--- src/rtl/spct_pkg.sv ---
// Shared types and codes for the sorted parent count table
package spct_pkg;

    typedef struct packed {
        logic [31:0] id;
        logic [31:0] cc;
        logic [31:0] tc;
    } t_ent;

    typedef struct packed {
        logic       hit;
        logic       any;
        t_ent       ent;
        logic [7:0] pos;
    } t_leaf;

    typedef struct packed {
        logic        cmp;
        logic        op;
        logic [31:0] pid;
        logic [7:0]  ridx;
        logic        wr;
        logic        ins;
        t_ent        wval;
    } t_cmd;

    typedef enum logic [1:0] {
        ST_UPD  = 2'd0,
        ST_INS  = 2'd1,
        ST_FULL = 2'd2,
        ST_READ = 2'd3
    } t_status;

    localparam logic OP_REG  = 1'b0;
    localparam logic OP_READ = 1'b1;

endpackage

--- src/rtl/spct_cell.sv ---
// One table cell: holds an entry, compares locally, shifts from its lower neighbour
module spct_cell import spct_pkg::*; #(
    parameter int ENTRIES = 256,
    parameter int IDX     = 0
) (
    input  logic                             i_clk,
    input  logic                             i_rst_n,
    input  t_cmd                             i_cmd,
    input  logic [$clog2(ENTRIES+1)-1:0]     i_count,
    input  logic                             i_prev_lt,
    input  t_ent                             i_prev_ent,
    output logic                             o_lt,
    output t_ent                             o_ent,
    output t_leaf                            o_leaf
);
    localparam int CW = $clog2(ENTRIES + 1);
    localparam logic [CW-1:0] MY_IDX = CW'(IDX);
    localparam logic [7:0]    POS8   = 8'(IDX);
    localparam bit            RD_OK  = (IDX < 256);

    t_ent r_ent;
    logic r_sel;
    logic r_abv;

    logic occ;
    logic lt;
    logic eq;
    logic sel_ins;
    logic sel_rd;
    logic sel;

    assign occ     = MY_IDX < i_count;
    assign lt      = occ && (r_ent.id < i_cmd.pid);
    assign eq      = occ && (r_ent.id == i_cmd.pid);
    assign sel_ins = i_prev_lt && !lt;
    assign sel_rd  = occ && RD_OK && (POS8 == i_cmd.ridx);
    assign sel     = (i_cmd.op == OP_READ) ? sel_rd : sel_ins;

    always_ff @(posedge i_clk) begin
        if (!i_rst_n) begin
            r_sel <= 1'b0;
            r_abv <= 1'b0;
        end else if (i_cmd.cmp) begin
            r_sel <= sel;
            r_abv <= !i_prev_lt;
        end
    end

    always_ff @(posedge i_clk) begin
        if (i_cmd.wr && r_sel) begin
            r_ent <= i_cmd.wval;
        end else if (i_cmd.ins && r_abv) begin
            r_ent <= i_prev_ent;
        end
    end

    assign o_lt          = lt;
    assign o_ent         = r_ent;
    assign o_leaf.hit    = sel && eq;
    assign o_leaf.any    = sel;
    assign o_leaf.ent    = sel ? r_ent : '0;
    assign o_leaf.pos    = sel ? POS8 : 8'd0;

endmodule

--- config.mk ---
export PLATFORM = sky130hd
export DESIGN_NAME = spct_cell
export DESIGN_NICKNAME = d
export VERILOG_FILES = /design/src/rtl/spct_pkg.sv /design/src/rtl/spct_cell.sv
export SDC_FILE = /design/constraint.sdc
export NUM_CORES = 1
export LEC_CHECK = 0
export BUFFER_PORTS_ARGS = -buffer_cell sky130_fd_sc_hd__buf_2
export CELL_PAD_IN_SITES_DETAIL_PLACEMENT = 1
export CELL_PAD_IN_SITES_GLOBAL_PLACEMENT = 2
export CORE_AREA = 2 2 177 179
export CTS_CLUSTER_SIZE = 10
export DETAILED_ROUTE_END_ITERATION = 6
export DIE_AREA = 0 0 179 181
export PLACE_DENSITY = 0.75
export REMOVE_ABC_BUFFERS = 1
export SLEW_MARGIN = 20
export SYNTH_ARGS = -nofsm -noshare
export SYNTH_HDL_FRONTEND = slang
export SYNTH_SLANG_ARGS = --single-unit
--- constraint.sdc ---
create_clock -name i_clk -period 7.4 [get_ports i_clk]
set_input_delay 0.37 -clock i_clk [delete_from_list [all_inputs] [get_ports i_clk]]
set_output_delay 0.37 -clock i_clk [all_outputs]
set_load 0.005 [all_outputs]
* Word-level counts from Yosys, hierarchy flattened
Cells that the tools add are included.
** Word-level totals
- Output and inout port bits :: 203
- Input port bits :: 248
- Register bits :: 98
** Cells by class
- Equal/unequal tests :: 1
- Reductions and logical operators :: 11
- Multiplexer cells :: 4
- $lt $le $gt $ge :: 2
** Operators with widths (count)
- $mux 96 :: 3
- $eq 32x32->1 :: 1
- $lt 32x32->1 :: 1
- $lt 1x9->1 const A :: 1
- $logic_not 8->1 :: 1
- $logic_and 1x1->1 :: 7
- $logic_not 1->1 :: 2
- $reduce_bool 2->1 :: 1
- $mux 1 :: 1

* Longest topological paths before layout
Gate-level depths: netlist (run 1).
- Depth in word-level cells :: 6
- Mapped depth :: 10
- Depth with buffers taken out :: 8

* Worst setup path before layout (run 1)
Ideal clock, no wire load.
- Path type :: input -> register
- Start :: input i_cmd[97] in the netlist's numbering
- End :: register r_ent, in the netlist o_ent[0] (enable)
- Stages on the path :: 4
- Buffers on the path :: 2
- Slack :: 3638 ps
- Arrival time :: 2866 ps
- Library setup time :: 896 ps
- Data required time :: 6504 ps
- Cell sequence :: nand2_1 buf_1 clkbuf_1 nand2_1
** On the way
- Cells in the longest elaborated chain, start to end :: 2
** RTL lines
- start: declaration :: line spct_cell.sv:8 : input t_cmd i_cmd,
- $logic_and 1x1->1 :: line spct_cell.sv:50 : if (i_cmd.wr && r_sel) begin
- $reduce_bool 2->1 (no source line)
- end signal: assignment :: line spct_cell.sv:51 : r_ent <= i_cmd.wval;
- end signal: assignment :: line spct_cell.sv:53 : r_ent <= i_prev_ent;
- end: declaration :: line spct_cell.sv:21 : t_ent r_ent;
Every way passes these cells.
A chain may end at the register's enable or synchronous reset.

==> metrics.yaml, run 1 <==
outcome: "finished, final reports clean"
antenna_found_initial: 1
ant_nets: 0
ir_drop_mv: 0.08376
period_minus_slack_ps: 3563
ys_ff_latch: 98
cp_data_required_time_ps: 7030
gp_congestion: 0.7831
regToRegSetupSlack_ps: 4780
cts_root_buf: "clkbuf_16"
clk_latency_ps: 360
cts_buffers: 9
antennaDiodeCount: 0
drt_pre_antenna_iters: 4
fill_cells: 3589
synth_edf_count: 96
worstPathArrival_ps: 3190
grt_pass1_wl_um: 32710
fin_tns_setup_ps: 0
drv_slew: 0
hold_depth: 2
wl_per_cell_um: 17.14
rows: 64
finClkSkew_ps: 6.111
h-tree-depth: 3
dieArea_um2: 32400
cts_tree: "built"
final_common_cell: "buf_2"
end_kind: "output pin"
reg2regPathDepth: 8
hp-class: "in -> reg"
ctsResizeCount: 0
hpwl_um: 18160
layout_common_cells: "buf_2 (442), mux2_2 (96), edfxtp_1 (96)"
layout.nets: 1176
post-cts-setup-buffers: 0
synth.yosys.seq_area_share: 0.5133
p_leak_nw: 4.175
dr_total_vias: 5141
cap_violations: 0
rr_endpoint: "r_sel$_SDFFE_PN0P_"
rsz0062_at_grt: "false"
io_buffer_count: 442
die_w_um: 179
dp.cells: 1281
grtUsageTotal: 0.1348
critPathMaxFanout: 51
async_flop_share: 0
worst-setup-path-type: "reg -> out"
multi_input_area_um2: 2535
cts_hold_buf: 0
drc: 0
fin_crit_sh: 0.4814
min_to: "r_sel$_SDFFE_PN0P_"
hold_viol: 0
syn-mean-instance-area_um2: 12.35
clock_sinks: 98
slew_headroom: 0.5090
seq_area_um2: 2923
synthCells: 461
fmax_mhz: 280.7
min_from: "i_cmd[139]"
start_util: 0.1876
r2r-start: "o_ent[82]$_DFFE_PP_"
clk_pin_slew_ps: 80
clk_path_buf_depth: 2
whs_ps: 242.2
final_cells: 1297
ys_types: 29
dieHeight_um: 181
dr.first_iter.drc_count: 184
netlist_area_um2: 5694
ys_warn_count: 0
drive_gt1_frac: 0.6215
grt_pass1_vias: 5622
design.core.area_um2: 30350
vias_per_cell: 3.964
grt_max_degree: 52
syn2layout_area_growth_pct: 51.55
ys.flop_type: "edfxtp_1"
startpoint_type: "flip-flop"
worst_pin_slew_ps: 736.5
grt.overflow.total: 0
wl_um: 22230
powerDensity_nw_per_um2: 164.1
io_pins: 451
finalSetupViolations: 0
==> layout make-up <==
class / instances / area share
Sequential cell: 98 / 0.3387
Multi-Input combinational cell: 304 / 0.2938
Timing Repair Buffer: 446 / 0.2598
Tap cell: 396 / 0.05742
Clock buffer: 10 / 0.02653
Inverter: 37 / 0.01609
Clock inverter: 6 / 0.007684
==> worst max-delay path by stage <==
stage / start / endpoint / cells past startpoint
floorplan: i_cmd[97] / o_ent[0]$_DFFE_PP_ / 2
global placement: i_cmd[121] / o_leaf[105] / 11
detailed placement: i_cmd[121] / o_leaf[105] / 11
CTS: o_ent[79]$_DFFE_PP_ / o_leaf[105] / 9
global route: o_ent[95]$_DFFE_PP_ / o_leaf[105] / 9
finish: o_ent[79]$_DFFE_PP_ / o_leaf[105] / 9
==> registers in the layout, summed over array words and instances (netlist names) <==
| signal | count |
|---|---|
| r_abv | 1 |
| r_sel | 1 |
| o_ent | 96 |
==> logic make-up (layout without fill, tap and decap cells) <==
kind of cell,count (synthesis),after routing,share of synthesized area
mux,96,96,0.1898
compound gates,31,31,0.03208
buf+inv,66,499,0.05076
flops,98,98,0.5133
other cells,1,8,0.0006586
fa+ha+maj,32,32,0.07031
simple gates,137,137,0.1430
==> critical path, stage by stage (launching register included) <==
cell and delay (ps):
edfxtp_1 440, ha_1 340, nand4_1 140, nor4_1 490, o21ai_0 220, a31oi_1 320
a311oi_4 80, buf_4 290, nor4_1 330, buf_2 170
==> cells in the mapped netlist (2+ instances only) <==
cell type | n | area [µm²]
a21oi_1 | 15 | 75.07
and2b_1 | 11 | 82.58
buf_1 | 7 | 26.28
buf_4 | 9 | 67.56
clkbuf_1 | 12 | 45.04
dfxtp_1 | 2 | 40.04
edfxtp_1 | 96 | 2883
ha_1 | 32 | 400.4
inv_1 | 37 | 138.9
mux2_2 | 96 | 1081
nand2_1 | 13 | 48.80
nand2b_1 | 2 | 12.51
nand3_1 | 4 | 20.02
nand4_1 | 7 | 43.79
nor2_1 | 7 | 26.28
nor2b_1 | 84 | 525.5
nor3_1 | 3 | 15.01
nor4_1 | 5 | 31.28
o21ai_0 | 9 | 45.04
==> power breakdown <==
part	internal, mW	switching (mW)
Sequential	0.650	0.0193
Combinational	0.135	0.117
Clock	0.264	0.231
Total	1.05	0.367
==> per-stage QoR <==
| step | util | cell area, µm² | setup WS (ps) | power, mW |
|---|---|---|---|---|
| 2_1_floorplan | - | 5570 | 1358 | 0.7944 |
| 3_3_place_gp | 0.2746 | 8334 | 4115 | 0.9341 |
| 3_5_place_dp | 0.2746 | 8334 | 4048 | 0.9401 |
| 4_1_cts | 0.2843 | 8630 | 3656 | 1.446 |
| 5_1_grt | 0.2843 | 8630 | 3445 | 1.495 |
| 6_report | 0.2843 | 8630 | 3837 | 1.416 |
==> metal layers <==
layer	vias up	wire length, µm	track usage	share of wire
li1	2487	-	-	-
met1	2412	8276	0.1463	0.37
met5	-	13	0	0.00058
met3	13	1792	0.04019	0.081
met4	2	234	0.03285	0.011
met2	227	11920	0.2522	0.54
(Power assumes the default switching activity.)
==> run 2, diff against run 1 <==
ABC_AREA = 1   (was not set)
CORE_AREA = not set   (was 2 2 177 179)
CORE_MARGIN = 1.5   (was not set)
CORE_UTILIZATION = 20   (was not set)
DIE_AREA = not set   (was 0 0 179 181)
PLACE_DENSITY = 0.82   (was 0.75)
clock period = 3.1 ns   (was 7.4 ns; I/O delays follow)
==> run 2 against run 1 <==
Area after synthesis is 8.2% higher. Combinational power grew to 2.7 times the previous value. Non-clock buffer count up 5. Sequential power up 140%. Largest power group unchanged. Via count rose by 9.0%. Critical endpoint is now o_leaf[72]. Total power is 150% higher. Sequential share of layout area decreased by 1.9 points. First-iteration DRC count down 16%. Setup slack lost 3600 ps. Hold slack got worse by 210 ps. Critical path depth increased by 4.
==> metrics.yaml, run 2 <==
outcome: "finished, final reports clean"
fmax_mhz: 352.3
worst_pin_slew_ps: 669.6  # -66.84 ps
yosys.area.top_type_share: 0.4681  # -0.03816
clk_pin_slew_ps: 80  # about the same
seq_area_um2: 2923  # unchanged
start_util: 0.2024  # +0.01476
cts_buffers: 9  # unchanged
io_pins: 451  # unchanged
ys_ff_latch: 98  # unchanged
slew_headroom: 0.5536  # +0.04456
grt_pass1_vias: 5751  # +2.3%
synthCells: 581  # +26%
ys.flop_type: "edfxtp_1"
h-tree-depth: 3  # unchanged
dieHeight_um: 178.5  # -1.4%
grt.overflow.total: 0  # unchanged
place_area_um2: 8808  # +5.7%
drc: 0  # unchanged
hp-class: "in -> reg"
clock_sinks: 98  # unchanged
dieArea_um2: 31850  # -1.7%
layout_common_cells: "buf_2 (442), inv_1 (139), mux2_2 (96), edfxtp_1 (96), nor2_1 (79)"
critPathMaxFanout: 14  # -73%
syn-mean-instance-area_um2: 10.60  # -14%
synth_edf_count: 96  # unchanged
powerDensity_nw_per_um2: 383.2  # +130%
utilization: 0.3005  # +0.01619
synth.yosys.seq_area_share: 0.4746  # -0.03869
wl_um: 22810  # +2.6%
final_cells: 1422  # +9.6%
drt_pre_antenna_iters: 4  # unchanged
grtUsageTotal: 0.1358  # +0.0009597
vias_per_cell: 3.942  # -0.54%
drv_slew: 0  # unchanged
ant_nets: 0  # unchanged
cap_violations: 0  # unchanged
design.core.area_um2: 30430  # +0.26%
clk_latency_ps: 360  # about the same
synth_most_common_cell: "inv_1"
cts_root_buf: "clkbuf_16"
fin_tns_setup_ps: 0  # unchanged
wl_per_cell_um: 16.04  # -6.4%
die_w_um: 178.5  # -0.29%
startpoint_type: "flip-flop"
synth_area_leaders: "edfxtp_1 (47%), mux2_2 (18%), inv_1 (8.5%), ha_1 (6.5%), nor2_4 (5.7%)"
fill_cells: 3656  # +1.9%
rows: 64  # unchanged
gp_congestion: 0.7688  # -1.8%
multi_input_area_um2: 2537  # about the same
final_area_um2: 9145  # +6.0%
end_kind: "output pin"
ys_warn_count: 0  # unchanged
grt_max_degree: 50  # -3.8%
netlist_area_um2: 6158  # +8.2%
cp_data_required_time_ps: 2940  # -4090 ps
period_minus_slack_ps: 2838
largest_register_ffs: 96  # unchanged
dp.cells: 1405  # +9.7%
synth_area_leader_cell: "edfxtp_1"
clk_path_buf_depth: 2  # unchanged
layout.nets: 1301  # +11%
ir_drop_mv: 0.2572  # +210%
hpwl_um: 18680  # +2.9%
place_ws_ps: 506.4  # -3542 ps
final_common_cell: "buf_2"
ys_types: 28  # -3.4%
worst-setup-path-type: "reg -> out"
cts_tree: "built"
worstPathArrival_ps: 2680  # -510 ps
async_flop_share: 0  # unchanged
fin_crit_sh: 0.9156
total_power_mw: 3.504  # +150%
io_buffer_count: 442  # unchanged
finClkSkew_ps: 12.18  # +6.070 ps
drive_gt1_frac: 0.5858  # -0.03576
grt_pass1_wl_um: 32170  # -1.7%
dr_total_vias: 5606  # +9.0%
dr.first_iter.drc_count: 154  # -16%
antennaDiodeCount: 0  # unchanged
whs_ps: 34.93  # -207.3 ps
finalSetupViolations: 0  # unchanged
hold_viol: 0  # unchanged
antenna_found_initial: 1  # unchanged
p_leak_nw: 4.838  # +16%
post-cts-setup-buffers: 0  # unchanged
syn2layout_area_growth_pct: 48.50
setup_ws_ps: 261.8  # -3576 ps
synthTopCellsByCount: "inv_1 (139), edfxtp_1 (96), mux2_2 (96)"
rsz0062_at_grt: "false"
## run 2: cell families after synthesis
kind of cell    Yosys count  synth area share
simple gates            164            0.1455
buf+inv                 169            0.1201
fa+ha+maj                32           0.06501
compound gates           21           0.01869
other cells               1         0.0006089
flops                    98            0.4746
mux                      96            0.1755
## run 2: repair_timing
action                                  in CTS  in global routing
hold buffers                                 1                  0
endpoints found under the hold margin        1                  0
gates resized for setup                      0                  4
endpoints found under the setup margin       0                 75
## run 2: path summary, 6_finish.rpt
check                                    startpoint  slack, ps            endpoint  cells past startpoint
worst max register to register  o_ent[95]$_DFFE_PP_       1240  r_sel$_SDFFE_PN0P_                     10
worst min register to register   r_abv$_SDFFE_PN0P_        550  r_abv$_SDFFE_PN0P_                      2
worst max-delay path            o_ent[95]$_DFFE_PP_        260          o_leaf[72]                     13
worst min-delay path                     i_cmd[139]         30  r_abv$_SDFFE_PN0P_                      2
## run 2: final cells by class
type / count / share of cell area
clock inverters: 6 / 0.008209
multi-input cells: 321 / 0.2775
well taps: 396 / 0.05418
inverters: 140 / 0.05883
flip-flops and latches: 98 / 0.3196
clock buffers: 10 / 0.02504
repair buffers: 451 / 0.2567
## run 2: critical path, stage by stage (launching register included)
cell and delay, ps:
edfxtp_1 470, ha_1 350, nand2_2 80, nor2_4 110, nand4_2 110, nor2_2 170, nand2_1 80, nand2_2 70
nand2_2 70, nand2_4 100, clkinv_8 160, buf_4 220, nor2_1 170, buf_2 150
## run 2: power breakdown
group          internal [mW]  switching (mW)
Combinational          0.339           0.340
Clock                  0.641           0.589
Sequential              1.55          0.0458
## run 2: metal layers
metal / part of all wire / up-vias / GRT usage / wire length (µm)
met1: 0.38 / 2618 / 0.1509 / 8731
met5: 0.00075 / - / 0 / 17
li1: - / 2720 / - / -
met4: 0.012 / 2 / 0.03125 / 271
met2: 0.53 / 251 / 0.2526 / 12070
met3: 0.075 / 15 / 0.03943 / 1720
==> run 3, diff against run 2 <==
CORE_MARGIN = not set   (was 1.5)
==> run 3 against run 2 <==
Via count fell by 1.4%. Critical path depth fell by 1. Maximum frequency rose by 0.23%. Register-to-register slack improved by 30 ps. Wire length rose by 1.5%. Setup slack improved by 6.6 ps. Cell area fell by 0.11%. Sequential power barely moved. Critical path type unchanged. Largest power group unchanged.
==> metrics.yaml, run 3 (synthesis gave the netlist of run 2 again) <==
fin_crit_sh: 0.9134  # -0.002132
grt_max_degree: 96  # +92%
cts_tree: "built"
fmax_mhz: 353.2  # +0.23%
drive_gt1_frac: 0.5858  # unchanged
hpwl_um: 18900  # +1.2%
cp_data_required_time_ps: 2940  # about the same
wl_per_cell_um: 16.36  # +2.0%
p_leak_nw: 4.842  # about the same
wl_um: 23160  # +1.5%
layout_common_cells: "buf_2 (442), inv_1 (139), mux2_2 (96), edfxtp_1 (96), nor2_1 (79)"
syn2layout_area_growth_pct: 48.33
cts_buffers: 9  # unchanged
largest_register_ffs: 96  # unchanged
grt_pass1_vias: 5772  # +0.37%
worst_pin_slew_ps: 589.5  # -80.17 ps
io_pins: 451  # unchanged
clock_sinks: 98  # unchanged
ant_nets: 0  # unchanged
finalSetupViolations: 0  # unchanged
drc: 0  # unchanged
final_common_cell: "buf_2"
finClkSkew_ps: 8.558  # -3.623 ps
ir_drop_mv: 0.2222  # -14%
cpMaxStageDelayCell: "edfxtp_1"
worst-setup-path-type: "reg -> out"
grtUsageTotal: 0.1421  # +0.006255
dr_total_vias: 5528  # -1.4%
layout.nets: 1301  # unchanged
critPathMaxFanout: 19  # +5
crit_chain: "ha_1 -> a21oi_2 -> o21a_1 -> nand3_1 -> nor2_1 -> nand2_2 -> nand2_2 -> nand2_4 -> inv_8 -> buf_4 -> nor2_1 -> buf_2"
hold_depth: 2  # unchanged
gp_congestion: 0.7831  # +1.9%
rsz0062_at_grt: "false"
cp-startpoint: "o_ent[95]$_DFFE_PP_"
min_from: "i_cmd[139]"
total_power_mw: 3.546  # +1.2%
clk_pin_slew_ps: 70  # about the same
hold_viol: 0  # unchanged
end_kind: "output pin"
rows: 63  # -1.6%
worstPathArrival_ps: 2680  # about the same
rr_endpoint: "o_ent[95]$_DFFE_PP_"
drt_pre_antenna_iters: 4  # unchanged
powerDensity_nw_per_um2: 388.1  # +1.3%
clk_latency_ps: 360  # about the same
grt_pass1_wl_um: 33020  # +2.7%
drv_slew: 0  # unchanged
vias_per_cell: 3.904  # -0.97%
antennaDiodeCount: 0  # unchanged
period_minus_slack_ps: 2832  # -6.609 ps
start_util: 0.2056  # +0.003212
design.core.area_um2: 29950  # -1.6%
r2r-start: "r_sel$_SDFFE_PN0P_"
fin_tns_setup_ps: 0  # unchanged
regToRegSetupSlack_ps: 1270  # +30 ps
startpoint_type: "flip-flop"
slew_headroom: 0.6070  # +0.05345
dr.first_iter.drc_count: 151  # -1.9%
h-tree-depth: 3  # unchanged
die_w_um: 177.5  # -0.56%
hp-class: "in -> reg"
dieHeight_um: 177.5  # -0.56%
cts_root_buf: "clkbuf_16"
reg2regPathDepth: 3  # -7
io_buffer_count: 442  # unchanged
clk_path_buf_depth: 2  # unchanged
dieArea_um2: 31500  # -1.1%
min_to: "r_abv$_SDFFE_PN0P_"
grt.overflow.total: 0  # unchanged
outcome: "finished, final reports clean"
cap_violations: 0  # unchanged
antenna_found_initial: 1  # unchanged
cpPeakStageDelay_ps: 420  # -50 ps
run 3: changes by cell type in the layout (fill, tap and decap cells not counted), sizes merged:
cell	before	now
clkinv	1	3
bufinv	1	2
clkinvlp	3	1
clkbuf	10	9
run 3: worst max path at each step:
stage                          to  slack [ps]  depth (start not counted)
2_1_floorplan  o_ent[0]$_DFFE_PP_       -2890                          2
3_3_place_gp           o_leaf[49]         440                         12
5_1_grt                o_leaf[51]          30                         15
3_5_place_dp           o_leaf[49]         400                         12
4_1_cts                o_leaf[49]          60                         12
6_report               o_leaf[49]         270                         12
run 3: per-layer routing:
metal  GRT usage  vias up  share of wire
li1            -     2725              -
met1      0.1571     2548           0.39
met2      0.2617      239           0.52
met3     0.04263       14          0.072
met4     0.03668        2          0.012
met5           0        -        0.00043
run 3: worst max-delay path, delay by kind of cell, from the launching register on:
| kind | cells | cell delay, ps |
|---|---|---|
| buffers and inverters | 3 | 630 |
| AOI/OAI and AO/OA | 2 | 370 |
| DFF | 1 | 420 |
| and+or+nand+nor | 6 | 560 |
| adders and majority gates | 1 | 340 |
run 3: repair_timing:
action | 4_1_cts | 5_1_grt
hold endpoints to repair | 1 | 0
endpoints found under the setup margin | 3 | 66
resized for setup | 1 | 1
gates cloned | 0 | 0
hold buffers | 1 | 0
setup buffers | 0 | 0
run 3: through the flow:
step / std cells / hold slack, ps / area, µm² / setup slack, ps / utilization
2_1_floorplan: 559 / 244.4 / 5973 / -2891 / -
3_3_place_gp: 1399 / 353.6 / 8801 / 440.6 / 0.2938
3_5_place_dp: 1399 / 371.1 / 8801 / 399.3 / 0.2938
4_1_cts: 1416 / 21.85 / 9131 / 62.09 / 0.3048
5_1_grt: 1416 / 43.94 / 9135 / 29.56 / 0.3050
6_report: 1416 / 44.10 / 9135 / 268.4 / 0.3050
run 3: area by class of cell:
class	count	area, µm²
Clock inverter	7	92.59
Tap cell	390	488.0
Inverter	140	533.0
Multi-Input combinational cell	321	2541
Clock buffer	9	225.2
Fill cell	3605	20820
Timing Repair Buffer	451	2332
Sequential cell	98	2923
run 3: where the power goes:
group          switching [mW]  internal [mW]
Clock                   0.563          0.709
Combinational           0.340          0.337
Sequential             0.0459           1.55
